$ cat src/sv/mcssr_pkg.sv
// ----------------------------------------------------------------------------
// mcssr_pkg
// Shared types and constants for the multi-channel soft-start ramp block.
// ----------------------------------------------------------------------------
package mcssr_pkg;

    // Default configuration of the block.
    localparam int unsigned DEF_CHANNELS  = 7;
    localparam int unsigned DEF_TIME_BITS = 32;
    localparam int unsigned DEF_FRAC_BITS = 16;

    // Width of the channel field of an input transfer.
    localparam int unsigned CH_BITS = 3;

    // Operation codes of the input transfer.
    localparam logic OP_QUERY   = 1'b0;
    localparam logic OP_RELEASE = 1'b1;

    // Sequencer states.
    typedef enum logic [1:0] {
        ST_IDLE,
        ST_READ,
        ST_DIV,
        ST_FIN
    } t_state;

endpackage

$ cat src/sv/mcssr_ram.sv
// ----------------------------------------------------------------------------
// mcssr_ram
// Generic simple dual-port RAM with one write port and a registered read.
// ----------------------------------------------------------------------------
module mcssr_ram #(
    parameter int unsigned WIDTH = 32,
    parameter int unsigned DEPTH = 8,
    parameter int unsigned AW    = (DEPTH > 1) ? $clog2(DEPTH) : 1
) (
    input  logic             i_clk,
    input  logic             i_we,
    input  logic [AW-1:0]    i_waddr,
    input  logic [WIDTH-1:0] i_wdata,
    input  logic [AW-1:0]    i_raddr,
    output logic [WIDTH-1:0] o_rdata
);

    logic [WIDTH-1:0] r_mem [DEPTH];
    logic [WIDTH-1:0] r_rdata;

    // Write port and registered read port.
    always_ff @(posedge i_clk) begin
        if (i_we) begin
            r_mem[i_waddr] <= i_wdata;
        end
        r_rdata <= r_mem[i_raddr];
    end

    assign o_rdata = r_rdata;

endmodule

$ cat src/sv/mcssr_div.sv
// ----------------------------------------------------------------------------
// mcssr_div
// Iterative restoring divider giving num * 2^FRAC_BITS / den for num < den,
// one quotient bit per cycle.
// ----------------------------------------------------------------------------
module mcssr_div #(
    parameter int unsigned TIME_BITS = 32,
    parameter int unsigned FRAC_BITS = 16
) (
    input  logic                 i_clk,
    input  logic                 i_rst_n,
    input  logic                 i_start,
    input  logic [TIME_BITS-1:0] i_num,
    input  logic [TIME_BITS-1:0] i_den,
    output logic                 o_done,
    output logic [FRAC_BITS-1:0] o_quot
);

    localparam int unsigned CW = $clog2(FRAC_BITS + 1);

    logic                 r_busy;
    logic                 r_done;
    logic [CW-1:0]        r_cnt;
    logic [TIME_BITS-1:0] r_rem;
    logic [TIME_BITS-1:0] r_den;
    logic [FRAC_BITS-1:0] r_quot;

    logic [TIME_BITS:0]   w_shift;
    logic [TIME_BITS:0]   w_diff;
    logic                 w_fits;

    // One restoring step: shift the remainder and try the subtraction.
    always_comb begin
        w_shift = {r_rem, 1'b0};
        w_diff  = w_shift - {1'b0, r_den};
        w_fits  = (w_shift >= {1'b0, r_den});
    end

    // Control: count the quotient bits and flag the last one.
    always_ff @(posedge i_clk) begin
        if (!i_rst_n) begin
            r_busy <= 1'b0;
            r_done <= 1'b0;
            r_cnt  <= '0;
        end else begin
            r_done <= 1'b0;
            if (i_start) begin
                r_busy <= 1'b1;
                r_cnt  <= CW'(FRAC_BITS);
            end else if (r_busy) begin
                r_cnt <= r_cnt - 1'b1;
                if (r_cnt == CW'(1)) begin
                    r_busy <= 1'b0;
                    r_done <= 1'b1;
                end
            end
        end
    end

    // Datapath: remainder and quotient shift registers.
    always_ff @(posedge i_clk) begin
        if (i_start) begin
            r_rem  <= i_num;
            r_den  <= i_den;
            r_quot <= '0;
        end else if (r_busy) begin
            r_rem  <= w_fits ? w_diff[TIME_BITS-1:0] : w_shift[TIME_BITS-1:0];
            r_quot <= {r_quot[FRAC_BITS-2:0], w_fits};
        end
    end

    assign o_done = r_done;
    assign o_quot = r_quot;

endmodule

$ cat src/sv/multi_channel_soft_start_ramp.sv
// ----------------------------------------------------------------------------
// multi_channel_soft_start_ramp
// Soft-start ramp channels: each query of a valid channel returns elapsed /
// duration as a fixed-point fraction, saturated at full scale.
// ----------------------------------------------------------------------------
// Usage:
// The input channel carries an opcode, a channel number, a ramp duration and
// the current microsecond timer. A query of an unarmed channel arms it and
// latches the timer as its start time; every valid query then returns one
// output transfer with the ramp fraction (FRAC_BITS fractional bits) and a
// done flag. A release disarms the channel and produces no output transfer.
// A query of a channel number at or beyond CHANNELS returns zero.
// Start times live in a RAM with a registered read; armed bits are flops.
// One item is handled at a time. A release is done in the idle state, a
// query of an invalid channel goes straight to the finish state, a saturated
// query passes through the read state first, and a query that needs division
// also waits in the divide state for the one-bit-per-cycle divider.
// A finished result sits in the output register; the block accepts the next
// item while it waits, and holds a second result until the receiver takes
// the first. Reset clears all armed bits and the output valid flag.
// ----------------------------------------------------------------------------
module multi_channel_soft_start_ramp #(
    parameter int unsigned CHANNELS  = mcssr_pkg::DEF_CHANNELS,
    parameter int unsigned TIME_BITS = mcssr_pkg::DEF_TIME_BITS,
    parameter int unsigned FRAC_BITS = mcssr_pkg::DEF_FRAC_BITS
) (
    input  logic                          i_clk,
    input  logic                          i_rst_n,
    input  logic                          i_in_valid,
    output logic                          o_in_ready,
    input  logic                          i_opcode,
    input  logic [mcssr_pkg::CH_BITS-1:0] i_channel,
    input  logic [TIME_BITS-1:0]          i_duration_us,
    input  logic [TIME_BITS-1:0]          i_now_us,
    output logic                          o_out_valid,
    input  logic                          i_out_ready,
    output logic [FRAC_BITS:0]            o_ramp_fraction,
    output logic                          o_ramp_done
);

    import mcssr_pkg::*;

    localparam int unsigned AW = (CHANNELS > 1) ? $clog2(CHANNELS) : 1;
    localparam logic [FRAC_BITS:0] FULL_SCALE = {1'b1, {FRAC_BITS{1'b0}}};

    t_state               r_state, n_state;
    logic [CHANNELS-1:0]  r_armed, n_armed;
    logic [AW-1:0]        r_addr;
    logic [TIME_BITS-1:0] r_dur;
    logic [TIME_BITS-1:0] r_now;
    logic [FRAC_BITS:0]   r_frac, n_frac;
    logic                 r_out_valid, n_out_valid;
    logic [FRAC_BITS:0]   r_out_frac;
    logic                 r_out_done;

    logic                 w_accept;
    logic                 w_ch_ok;
    logic [AW-1:0]        w_addr;
    logic [TIME_BITS-1:0] w_rdata;
    logic [TIME_BITS-1:0] w_start;
    logic [TIME_BITS-1:0] w_elapsed;
    logic                 w_full;
    logic                 w_we;
    logic                 w_div_start;
    logic                 w_div_done;
    logic [FRAC_BITS-1:0] w_quot;
    logic                 w_load_out;

    assign o_in_ready = (r_state == ST_IDLE);
    assign w_accept   = i_in_valid && o_in_ready;
    assign w_ch_ok    = (int'(i_channel) < CHANNELS);
    assign w_addr     = AW'(i_channel);

    // Start time store, read at the channel number of the incoming transfer.
    mcssr_ram #(
        .WIDTH (TIME_BITS),
        .DEPTH (CHANNELS),
        .AW    (AW)
    ) u_start_ram (
        .i_clk   (i_clk),
        .i_we    (w_we),
        .i_waddr (r_addr),
        .i_wdata (r_now),
        .i_raddr (w_addr),
        .o_rdata (w_rdata)
    );

    // Fraction divider for ramps still in progress.
    mcssr_div #(
        .TIME_BITS (TIME_BITS),
        .FRAC_BITS (FRAC_BITS)
    ) u_div (
        .i_clk   (i_clk),
        .i_rst_n (i_rst_n),
        .i_start (w_div_start),
        .i_num   (w_elapsed),
        .i_den   (r_dur),
        .o_done  (w_div_done),
        .o_quot  (w_quot)
    );

    // Elapsed time since the start, with an unarmed channel starting now.
    always_comb begin
        w_start   = r_armed[r_addr] ? w_rdata : r_now;
        w_elapsed = r_now - w_start;
        w_full    = (r_dur == '0) || (w_elapsed >= r_dur);
    end

    // The output register can take a result when empty or being drained.
    assign w_load_out = (r_state == ST_FIN) && (!r_out_valid || i_out_ready);

    // Next state.
    always_comb begin
        n_state = r_state;
        unique case (r_state)
            ST_IDLE: begin
                if (w_accept && (i_opcode == OP_QUERY)) begin
                    n_state = w_ch_ok ? ST_READ : ST_FIN;
                end
            end
            ST_READ: begin
                n_state = w_full ? ST_FIN : ST_DIV;
            end
            ST_DIV: begin
                if (w_div_done) begin
                    n_state = ST_FIN;
                end
            end
            ST_FIN: begin
                if (w_load_out) begin
                    n_state = ST_IDLE;
                end
            end
            default: begin
                n_state = ST_IDLE;
            end
        endcase
    end

    // State outputs: armed bits, RAM write, divider start, result value.
    always_comb begin
        n_armed     = r_armed;
        n_frac      = r_frac;
        w_we        = 1'b0;
        w_div_start = 1'b0;
        unique case (r_state)
            ST_IDLE: begin
                if (w_accept && w_ch_ok && (i_opcode == OP_RELEASE)) begin
                    n_armed[w_addr] = 1'b0;
                end
                n_frac = '0;
            end
            ST_READ: begin
                if (!r_armed[r_addr]) begin
                    w_we            = 1'b1;
                    n_armed[r_addr] = 1'b1;
                end
                w_div_start = !w_full;
                n_frac      = FULL_SCALE;
            end
            ST_DIV: begin
                if (w_div_done) begin
                    n_frac = {1'b0, w_quot};
                end
            end
            ST_FIN: begin
                n_frac = r_frac;
            end
            default: begin
                n_frac = r_frac;
            end
        endcase
    end

    // Output register valid flag.
    always_comb begin
        n_out_valid = r_out_valid;
        if (w_load_out) begin
            n_out_valid = 1'b1;
        end else if (i_out_ready) begin
            n_out_valid = 1'b0;
        end
    end

    // Control registers.
    always_ff @(posedge i_clk) begin
        if (!i_rst_n) begin
            r_state     <= ST_IDLE;
            r_armed     <= '0;
            r_out_valid <= 1'b0;
        end else begin
            r_state     <= n_state;
            r_armed     <= n_armed;
            r_out_valid <= n_out_valid;
        end
    end

    // Payload registers.
    always_ff @(posedge i_clk) begin
        if (w_accept) begin
            r_addr <= w_addr;
            r_dur  <= i_duration_us;
            r_now  <= i_now_us;
        end
        r_frac <= n_frac;
        if (w_load_out) begin
            r_out_frac <= r_frac;
            r_out_done <= (r_frac == FULL_SCALE);
        end
    end

    assign o_out_valid     = r_out_valid;
    assign o_ramp_fraction = r_out_frac;
    assign o_ramp_done     = r_out_done;

endmodule
$ cat config.mk
export PLATFORM = sky130hd
export DESIGN_NAME = multi_channel_soft_start_ramp
export DESIGN_NICKNAME = d
export VERILOG_FILES = /design/src/sv/mcssr_pkg.sv /design/src/sv/mcssr_ram.sv /design/src/sv/mcssr_div.sv /design/src/sv/multi_channel_soft_start_ramp.sv
export SDC_FILE = /design/constraint.sdc
export NUM_CORES = 1
export LEC_CHECK = 0
export BUFFER_PORTS_ARGS = -buffer_cell sky130_fd_sc_hd__buf_2
export CORE_MARGIN = 1.5
export CORE_UTILIZATION = 59
export DETAILED_ROUTE_END_ITERATION = 10
export HOLD_SLACK_MARGIN = 0.12
export PLACE_DENSITY_LB_ADDON = 0.12
export SLEW_MARGIN = 5
export SYNTH_ARGS = -nofsm -noshare
export SYNTH_HDL_FRONTEND = slang
export SYNTH_SLANG_ARGS = --single-unit
$ cat constraint.sdc
create_clock -name i_clk -period 9.8 [get_ports i_clk]
set_input_delay 1.96 -clock i_clk [delete_from_list [all_inputs] [get_ports i_clk]]
set_output_delay 1.96 -clock i_clk [all_outputs]
set_load 0.02 [all_outputs]
== Word level (Yosys, flattened, before mapping) ==
Memories as Yosys holds them, arrays and structs flattened. A register that Yosys moved wholly into a read port is not among the register bits.
Cells that the tools add are included.

* Memories: 1
* Word-level logic and storage cells: 99
* Flip-flop bits (word level): 199
* Output and inout port bits: 20
* Memory bits (writable): 224

{| class="wikitable"
|+ Memories
! memory !! words !! bits a word !! rd ports !! clocked after memory_dff !! wr ports !! line !! text
|-
| u_start_ram.r_mem || 7 || 32 || 1 || 1 || 1 || mcssr_ram.sv:18 || <nowiki>logic [WIDTH-1:0] r_mem [DEPTH];</nowiki>
|}

* Multiplexer cells: 34
* Reductions and logical operators: 21
* Equal/unequal tests: 10
* Bitwise logic cells: 7
* Add/subtract/negate cells: 3
* Order comparisons: 7

{| class="wikitable"
|+ Operators by type and width
! operator !! number
|-
| 2-to-1 mux 32 bit || 4
|-
| subtractor 32 bit || 2
|-
| case mux 17 bit (3 select lines) || 1
|-
| >= comparator 33 x 32 -> 1 bit || 1
|-
| >= comparator 32 bit || 1
|-
| zero test 32 bit || 1
|-
| equality test 17 bit (second input constant) || 1
|-
| 2-to-1 mux 17 bit || 1
|-
| 2-to-1 mux 1 bit || 15
|-
| 2-to-1 mux 7 bit || 2
|-
| case mux 7 bit (2 select lines) || 1
|-
| 2-to-1 mux 5 bit || 2
|-
| < comparator 3 x 4 -> 1 bit (second input constant) || 2
|-
| 2-to-1 mux 2 bit || 4
|-
| case mux 2 bit (4 select lines) || 1
|-
| bitwise AND 7 bit || 1
|-
| logical AND 1 bit || 7
|-
| inverter 7 bit || 1
|-
| OR 7 bit || 1
|-
| demux 1 bit (select 3 bit) || 2
|-
| >= comparator 3 x 1 -> 1 bit (second input constant) || 2
|-
| inequality test 2 x 1 -> 1 bit (second input constant) || 3
|-
| AND reduction 3 bit || 2
|-
| nonzero test 2 bit || 3
|-
| 14 further kinds || 21
|}

== Longest topological paths before layout ==
* Depth after elaboration: 9
* Gate-level depth with buffers: 32

== Cells and area by module ==
From an unflattened synthesis, not the netlist that was laid out.

* Cell total of the unflattened synthesis: 1,621
* Area total of the unflattened synthesis: 22,171.3 um2

{| class="wikitable"
|+ By module, submodules not included
! module !! times used !! cells each !! area each (um2)
|-
| mcssr_ram || 1 || 491 || 9,844.4
|-
| multi_channel_soft_start_ramp || 1 || 629 || 6,912.9
|-
| mcssr_div || 1 || 501 || 5,413.9
|}

== Worst setup path before layout ==
No wires, ideal clock.

* Path kind: reg-to-reg
* From: register r_addr[1]
* To: register u_div.r_den[0], enable pin
* Path slack: 2,530 ps
* Stages on the path, launching flop included: 31
* Required time: 9,391 ps
* Buffers on the path: 4
* Setup time: 409 ps
* Period minus slack after synthesis: 7,270 ps
* Arrival time: 6,861 ps
* Cell sequence: edfxtp_1 > clkbuf_1 > mux2i_1 > nor2_1 > a311oi_1 > a21oi_1 > a311oi_2 > buf_2 > mux2_2 > ha_1 > fa_1 > nor2b_1 > o31a_1 > o311a_1 > nor2_1 > o31a_1 > o41ai_2 > a41oi_1 > nand2b_1 > a21oi_1 > xnor2_1 > ha_1 > nor2b_1 > o21ai_0 > o21ai_0 > nor3_1 > o211ai_1 > or2_2 > clkbuf_1 > inv_1 > clkbuf_1

* Longest elaborated chain between the ends: 8

{| class="wikitable"
|+ RTL lines
! what !! line !! text
|-
| start: declaration || multi_channel_soft_start_ramp.sv:48 || <nowiki>logic [AW-1:0] r_addr;</nowiki>
|-
| start signal: assignment || multi_channel_soft_start_ramp.sv:201 || <nowiki>r_addr <= w_addr;</nowiki>
|-
| binary-select mux 1 bit (select 3 bit) || multi_channel_soft_start_ramp.sv:104 || <nowiki>w_start = r_armed[r_addr] ? w_rdata : r_now;</nowiki>
|-
| 2-to-1 mux 1 bit (implied by the code) || multi_channel_soft_start_ramp.sv:104 ||
|-
| 2-to-1 mux 32 bit || multi_channel_soft_start_ramp.sv:104 ||
|-
| subtractor 32 bit || multi_channel_soft_start_ramp.sv:105 || <nowiki>w_elapsed = r_now - w_start;</nowiki>
|-
| >= comparator 32 bit || multi_channel_soft_start_ramp.sv:106 || <nowiki>w_full = (r_dur == '0) || (w_elapsed >= r_dur);</nowiki>
|-
| logical OR 1 bit || multi_channel_soft_start_ramp.sv:106 ||
|-
| zero test 1 bit || multi_channel_soft_start_ramp.sv:158 || <nowiki>w_div_start = !w_full;</nowiki>
|-
| 2-to-1 mux 1 bit || multi_channel_soft_start_ramp.sv:146 || <nowiki>unique case (r_state)</nowiki>
|-
| via u_div.i_start || mcssr_div.sv:12 || <nowiki>input logic i_start,</nowiki>
|-
| end signal: assignment || mcssr_div.sv:64 || <nowiki>r_den <= i_den;</nowiki>
|-
| end: declaration || mcssr_div.sv:25 || <nowiki>logic [TIME_BITS-1:0] r_den;</nowiki>
|}

The timed path passes the listed nets, and every way through them passes these cells. The select of a mux whose other input is x is not followed.
A chain may end at the register's enable or synchronous reset.

== Worst setup path in the final report ==
* From: register r_addr[1]
* To: register u_div.r_rem[13] (data pin)

* Longest elaborated chain between the ends: 9

{| class="wikitable"
|+ RTL lines
! what !! line !! text
|-
| binary-select mux 1 bit (select 3 bit) (*) || multi_channel_soft_start_ramp.sv:104 ||
|-
| 2-to-1 mux 1 bit (implied by the code) (*) || multi_channel_soft_start_ramp.sv:104 ||
|-
| 2-to-1 mux 32 bit (*) || multi_channel_soft_start_ramp.sv:104 ||
|-
| subtractor 32 bit (*) || multi_channel_soft_start_ramp.sv:105 ||
|-
| >= comparator 32 bit || multi_channel_soft_start_ramp.sv:106 ||
|-
| logical OR 1 bit || multi_channel_soft_start_ramp.sv:106 ||
|-
| zero test 1 bit || multi_channel_soft_start_ramp.sv:158 ||
|-
| 2-to-1 mux 1 bit || multi_channel_soft_start_ramp.sv:146 ||
|-
| 2-to-1 mux 32 bit (*) || mcssr_div.sv:62 || <nowiki>if (i_start) begin</nowiki>
|-
| end signal: assignment || mcssr_div.sv:63 || <nowiki>r_rem <= i_num;</nowiki>
|-
| end signal: assignment || mcssr_div.sv:67 || <nowiki>r_rem <= w_fits ? w_diff[TIME_BITS-1:0] : w_shift[TIME_BITS-1:0];</nowiki>
|-
| end: declaration || mcssr_div.sv:24 || <nowiki>logic [TIME_BITS-1:0] r_rem;</nowiki>
|}

Every way passes the cells marked *; elsewhere a longest branch is shown, timed or not. The select of a mux whose other input is x is not followed.

==> impl_metrics.tcl <==
set metrics [dict create \
    finalSetupTns_ps 0 \
    max_slew_margin 0.189 \
    p_seq_frac 0.387 \
    place_inst 2119 \
    ys_seq_area_frac 0.622 \
    layout_commonest_cell "edfxtp_1" \
    worst_setup_path_end_kind "flop" \
    fin_cells 2205 \
    ff2ff_path_depth 29 \
    setup_violations 0 \
    finalHoldViolations 0 \
    p_int_mw 4.74 \
    p_sw_frac 0.355 \
    cts_buffer_depth 3 \
    grt_pass1_wl_mm 70.0 \
    clkLatencyLatePin_ps 570 \
    power_mw 7.34 \
    dr.pass1.iters 5 \
    dieArea_um2 36600 \
    stdcell_area_um2 23500 \
    clock_sinks 455 \
    cts-hold-fix-buffers 0 \
    period_needed_ps 7890 \
    synth-seq-cells 455 \
    drt_iter0_drc 898 \
    place_congestion 0.884 \
    crit_start "r_addr[1]" \
    placed_area_um2 21900 \
    ir_worst_vdd_uv 202 \
    cts_resized 0 \
    cp_slowest_cell "a311oi_4" \
    p_per_area_nw_per_um2 313 \
    grtUsageTotal 0.249 \
    switchingPower_mw 2.61 \
    via_per_inst 5.97 \
    worst_slew_pin_slew_ps 1210 \
    antenna_found_initial 0 \
    fin_crit_sh 0.805 \
    arrival_ps 8190 \
    required_ps 10100 \
    cp-start-kind "flop" \
    p_leak_nw 9.13 \
    critPathKind "flop to flop" \
    routedWlPerCell_um 20.3 \
    dieWidth_um 191 \
    ys_types 70 \
    synthCells 1609 \
    die_y_um 191 \
    fp-row-count 68 \
    cts_buffers 47 \
    num_io_pins 92 \
    post-dp-hpwl_mm 30.0 \
    max_stage_delay_ps 780 \
    drc 0 \
    reg2reg_slack_ps 1910 \
    syn_area_um2 20900 \
    status "completed" \
    cts.clk_slew.worst_paths_ps 60 \
    overflow 0 \
    crit_fanout 64 \
    hp-class "flop to flop" \
    timing.rr.end "u_div.r_rem[13]" \
    endpoint "u_div.r_rem[13]" \
    slew_violations 0 \
    clkPwrFrac 0.240 \
    io_buffers 91 \
    h-tree-depth 2 \
    diodes 0 \
    dr_total_vias 13153 \
    maxCapViolations 0 \
    synthArstFlopShare 0 \
    wirelength_mm 44.8 \
    final_cell_mix "edfxtp_1 (390), nor2_1 (125), a21oi_1 (112), ha_1 (101), mux2i_1 (91)" \
    syn_to_final_growth_pct 12.2 \
    ant_nets 0 \
    start_util 0.603 \
    synth_edf_count 390 \
    reg2reg_from "r_addr[1]" \
    syn_avg_cell_area_um2 13.0 \
    rsz0062_at_grt "no" \
    drive_above_1_share 0.138 \
    ys.flop_type "edfxtp_1" \
    cts_tree "yes" \
    grt_pass1_vias 12807 \
    core_um2 34700 \
    synth.net_count 1784 \
    grt_max_degree 65 \
    pwr-share-comb 0.373 \
    postCtsSetupBuffers 0 \
    timing.fmax_mhz 127 \
    cts-root-buf "clkbuf_16" \
    yosysWarnings 0 \
    fin_skew_ps 21.4 \
    cp_common_cell "a21oi_1" \
    fin_nets 1888 \
]
## flip-flops by register name, summed over array words and instances (netlist names), 5 cells and up
| name | cells |
|---|---|
| r_armed | 7 |
| r_dur | 32 |
| u_div.r_rem | 32 |
| r_now | 32 |
| u_div.o_quot | 16 |
| u_start_ram.o_rdata | 32 |
| o_ramp_fraction | 17 |
| r_frac | 17 |
| u_start_ram.r_mem | 224 |
| u_div.r_den | 32 |
| u_div.r_cnt | 5 |
## Yosys cell counts (3+ instances only)
master    number  share of area
a211oi_1       8         0.0029
a21boi_0       3         0.0011
a21o_1        34          0.012
a21oi_1      112          0.027
a221o_1        7         0.0033
a221oi_1       7         0.0029
a22o_1        13         0.0054
a22oi_1       10         0.0036
a31oi_1       17         0.0051
and2_1         9         0.0027
and3_1        27         0.0081
and4_1         3         0.0013
buf_1          7         0.0013
buf_2          6         0.0014
clkbuf_1      41         0.0074
dfxtp_1       65          0.062
edfxtp_1     390           0.56
ha_1         101          0.060
inv_1         90          0.016
mux2_2        17         0.0091
mux2i_1       91          0.044
mux4_2        17          0.018
nand2_1       86          0.015
nand2b_1      13         0.0039
nand3_1       24         0.0057
nand4_1       13         0.0039
nor2_1       129          0.023
nor2b_1       21         0.0063
nor3_1        15         0.0036
nor4_1        16         0.0048
nor4b_1        3         0.0013
o211a_1        3         0.0014
o211ai_1       8         0.0029
o21a_1        16         0.0057
o21ai_0       77          0.018
o21bai_1       6         0.0022
o31a_1         6         0.0025
o31ai_1        4         0.0014
xnor2_1       39          0.016
xor2_1        15         0.0063
## stage by stage
step,worst slack [ps],hold slack (ps),util
global placement,2130,436,0.632
finish,1910,454,0.676
floorplan,2530,418,-
detailed placement,1910,440,0.632
CTS,1890,454,0.676
global route,1160,465,0.676
## power groups by stage
stage	Combinational, mW	Sequential (mW)	Clock (mW)
after floorplan	2.08	2.78	0
after global placement	2.65	2.86	0
after CTS	2.73	2.84	1.80
after detailed placement	2.71	2.88	0
after global routing	3.06	2.87	1.86
final	2.74	2.84	1.76
## worst min-delay path by stage
stage / start / to / slack [ps] / cells past startpoint
floorplan: r_frac[16] / o_ramp_fraction[16] / 420 / 0
detailed placement: r_frac[13] / o_ramp_fraction[13] / 440 / 0
finish: r_frac[8] / o_ramp_fraction[8] / 450 / 0
global placement: r_frac[15] / o_ramp_fraction[15] / 440 / 0
CTS: r_frac[12] / o_ramp_fraction[12] / 450 / 0
global route: r_frac[13] / o_ramp_fraction[13] / 460 / 0
## logic make-up (layout without fill, tap and decap cells)
family,Yosys count,in the layout,share of synthesized area
DFF,455,455,0.622
and+or+nand+nor,367,367,0.0828
AOI/OAI and AO/OA,357,357,0.111
buffers and inverters,146,287,0.0271
muxes,127,127,0.0724
adders and majority gates,103,103,0.0623
xor gates and xnor gates,54,54,0.0226
## layout make-up
cell class              count  area [um^2]
clock buffers              53         1200
flip-flops and latches    455        13000
multi-input cells        1008         7410
fillers                  2562        11200
inverters                  90          338
repair buffers            111          608
clock inverters            33          340
well taps                 455          569
## layer usage
layer / track usage / part of all wire
met5: 0 / 0
met4: 0.0703 / 0.022
met3: 0.0312 / 0.055
met2: 0.401 / 0.47
met1: 0.358 / 0.45
## critical path: cells and delay by family (launching register included)
family	cells	cell delay, ps
compound gates	14	3750
fa+ha+maj	2	440
mux	2	660
flops	1	500
simple gates	7	950
buf+inv	4	1230
Power figures use the tool's default switching activity.
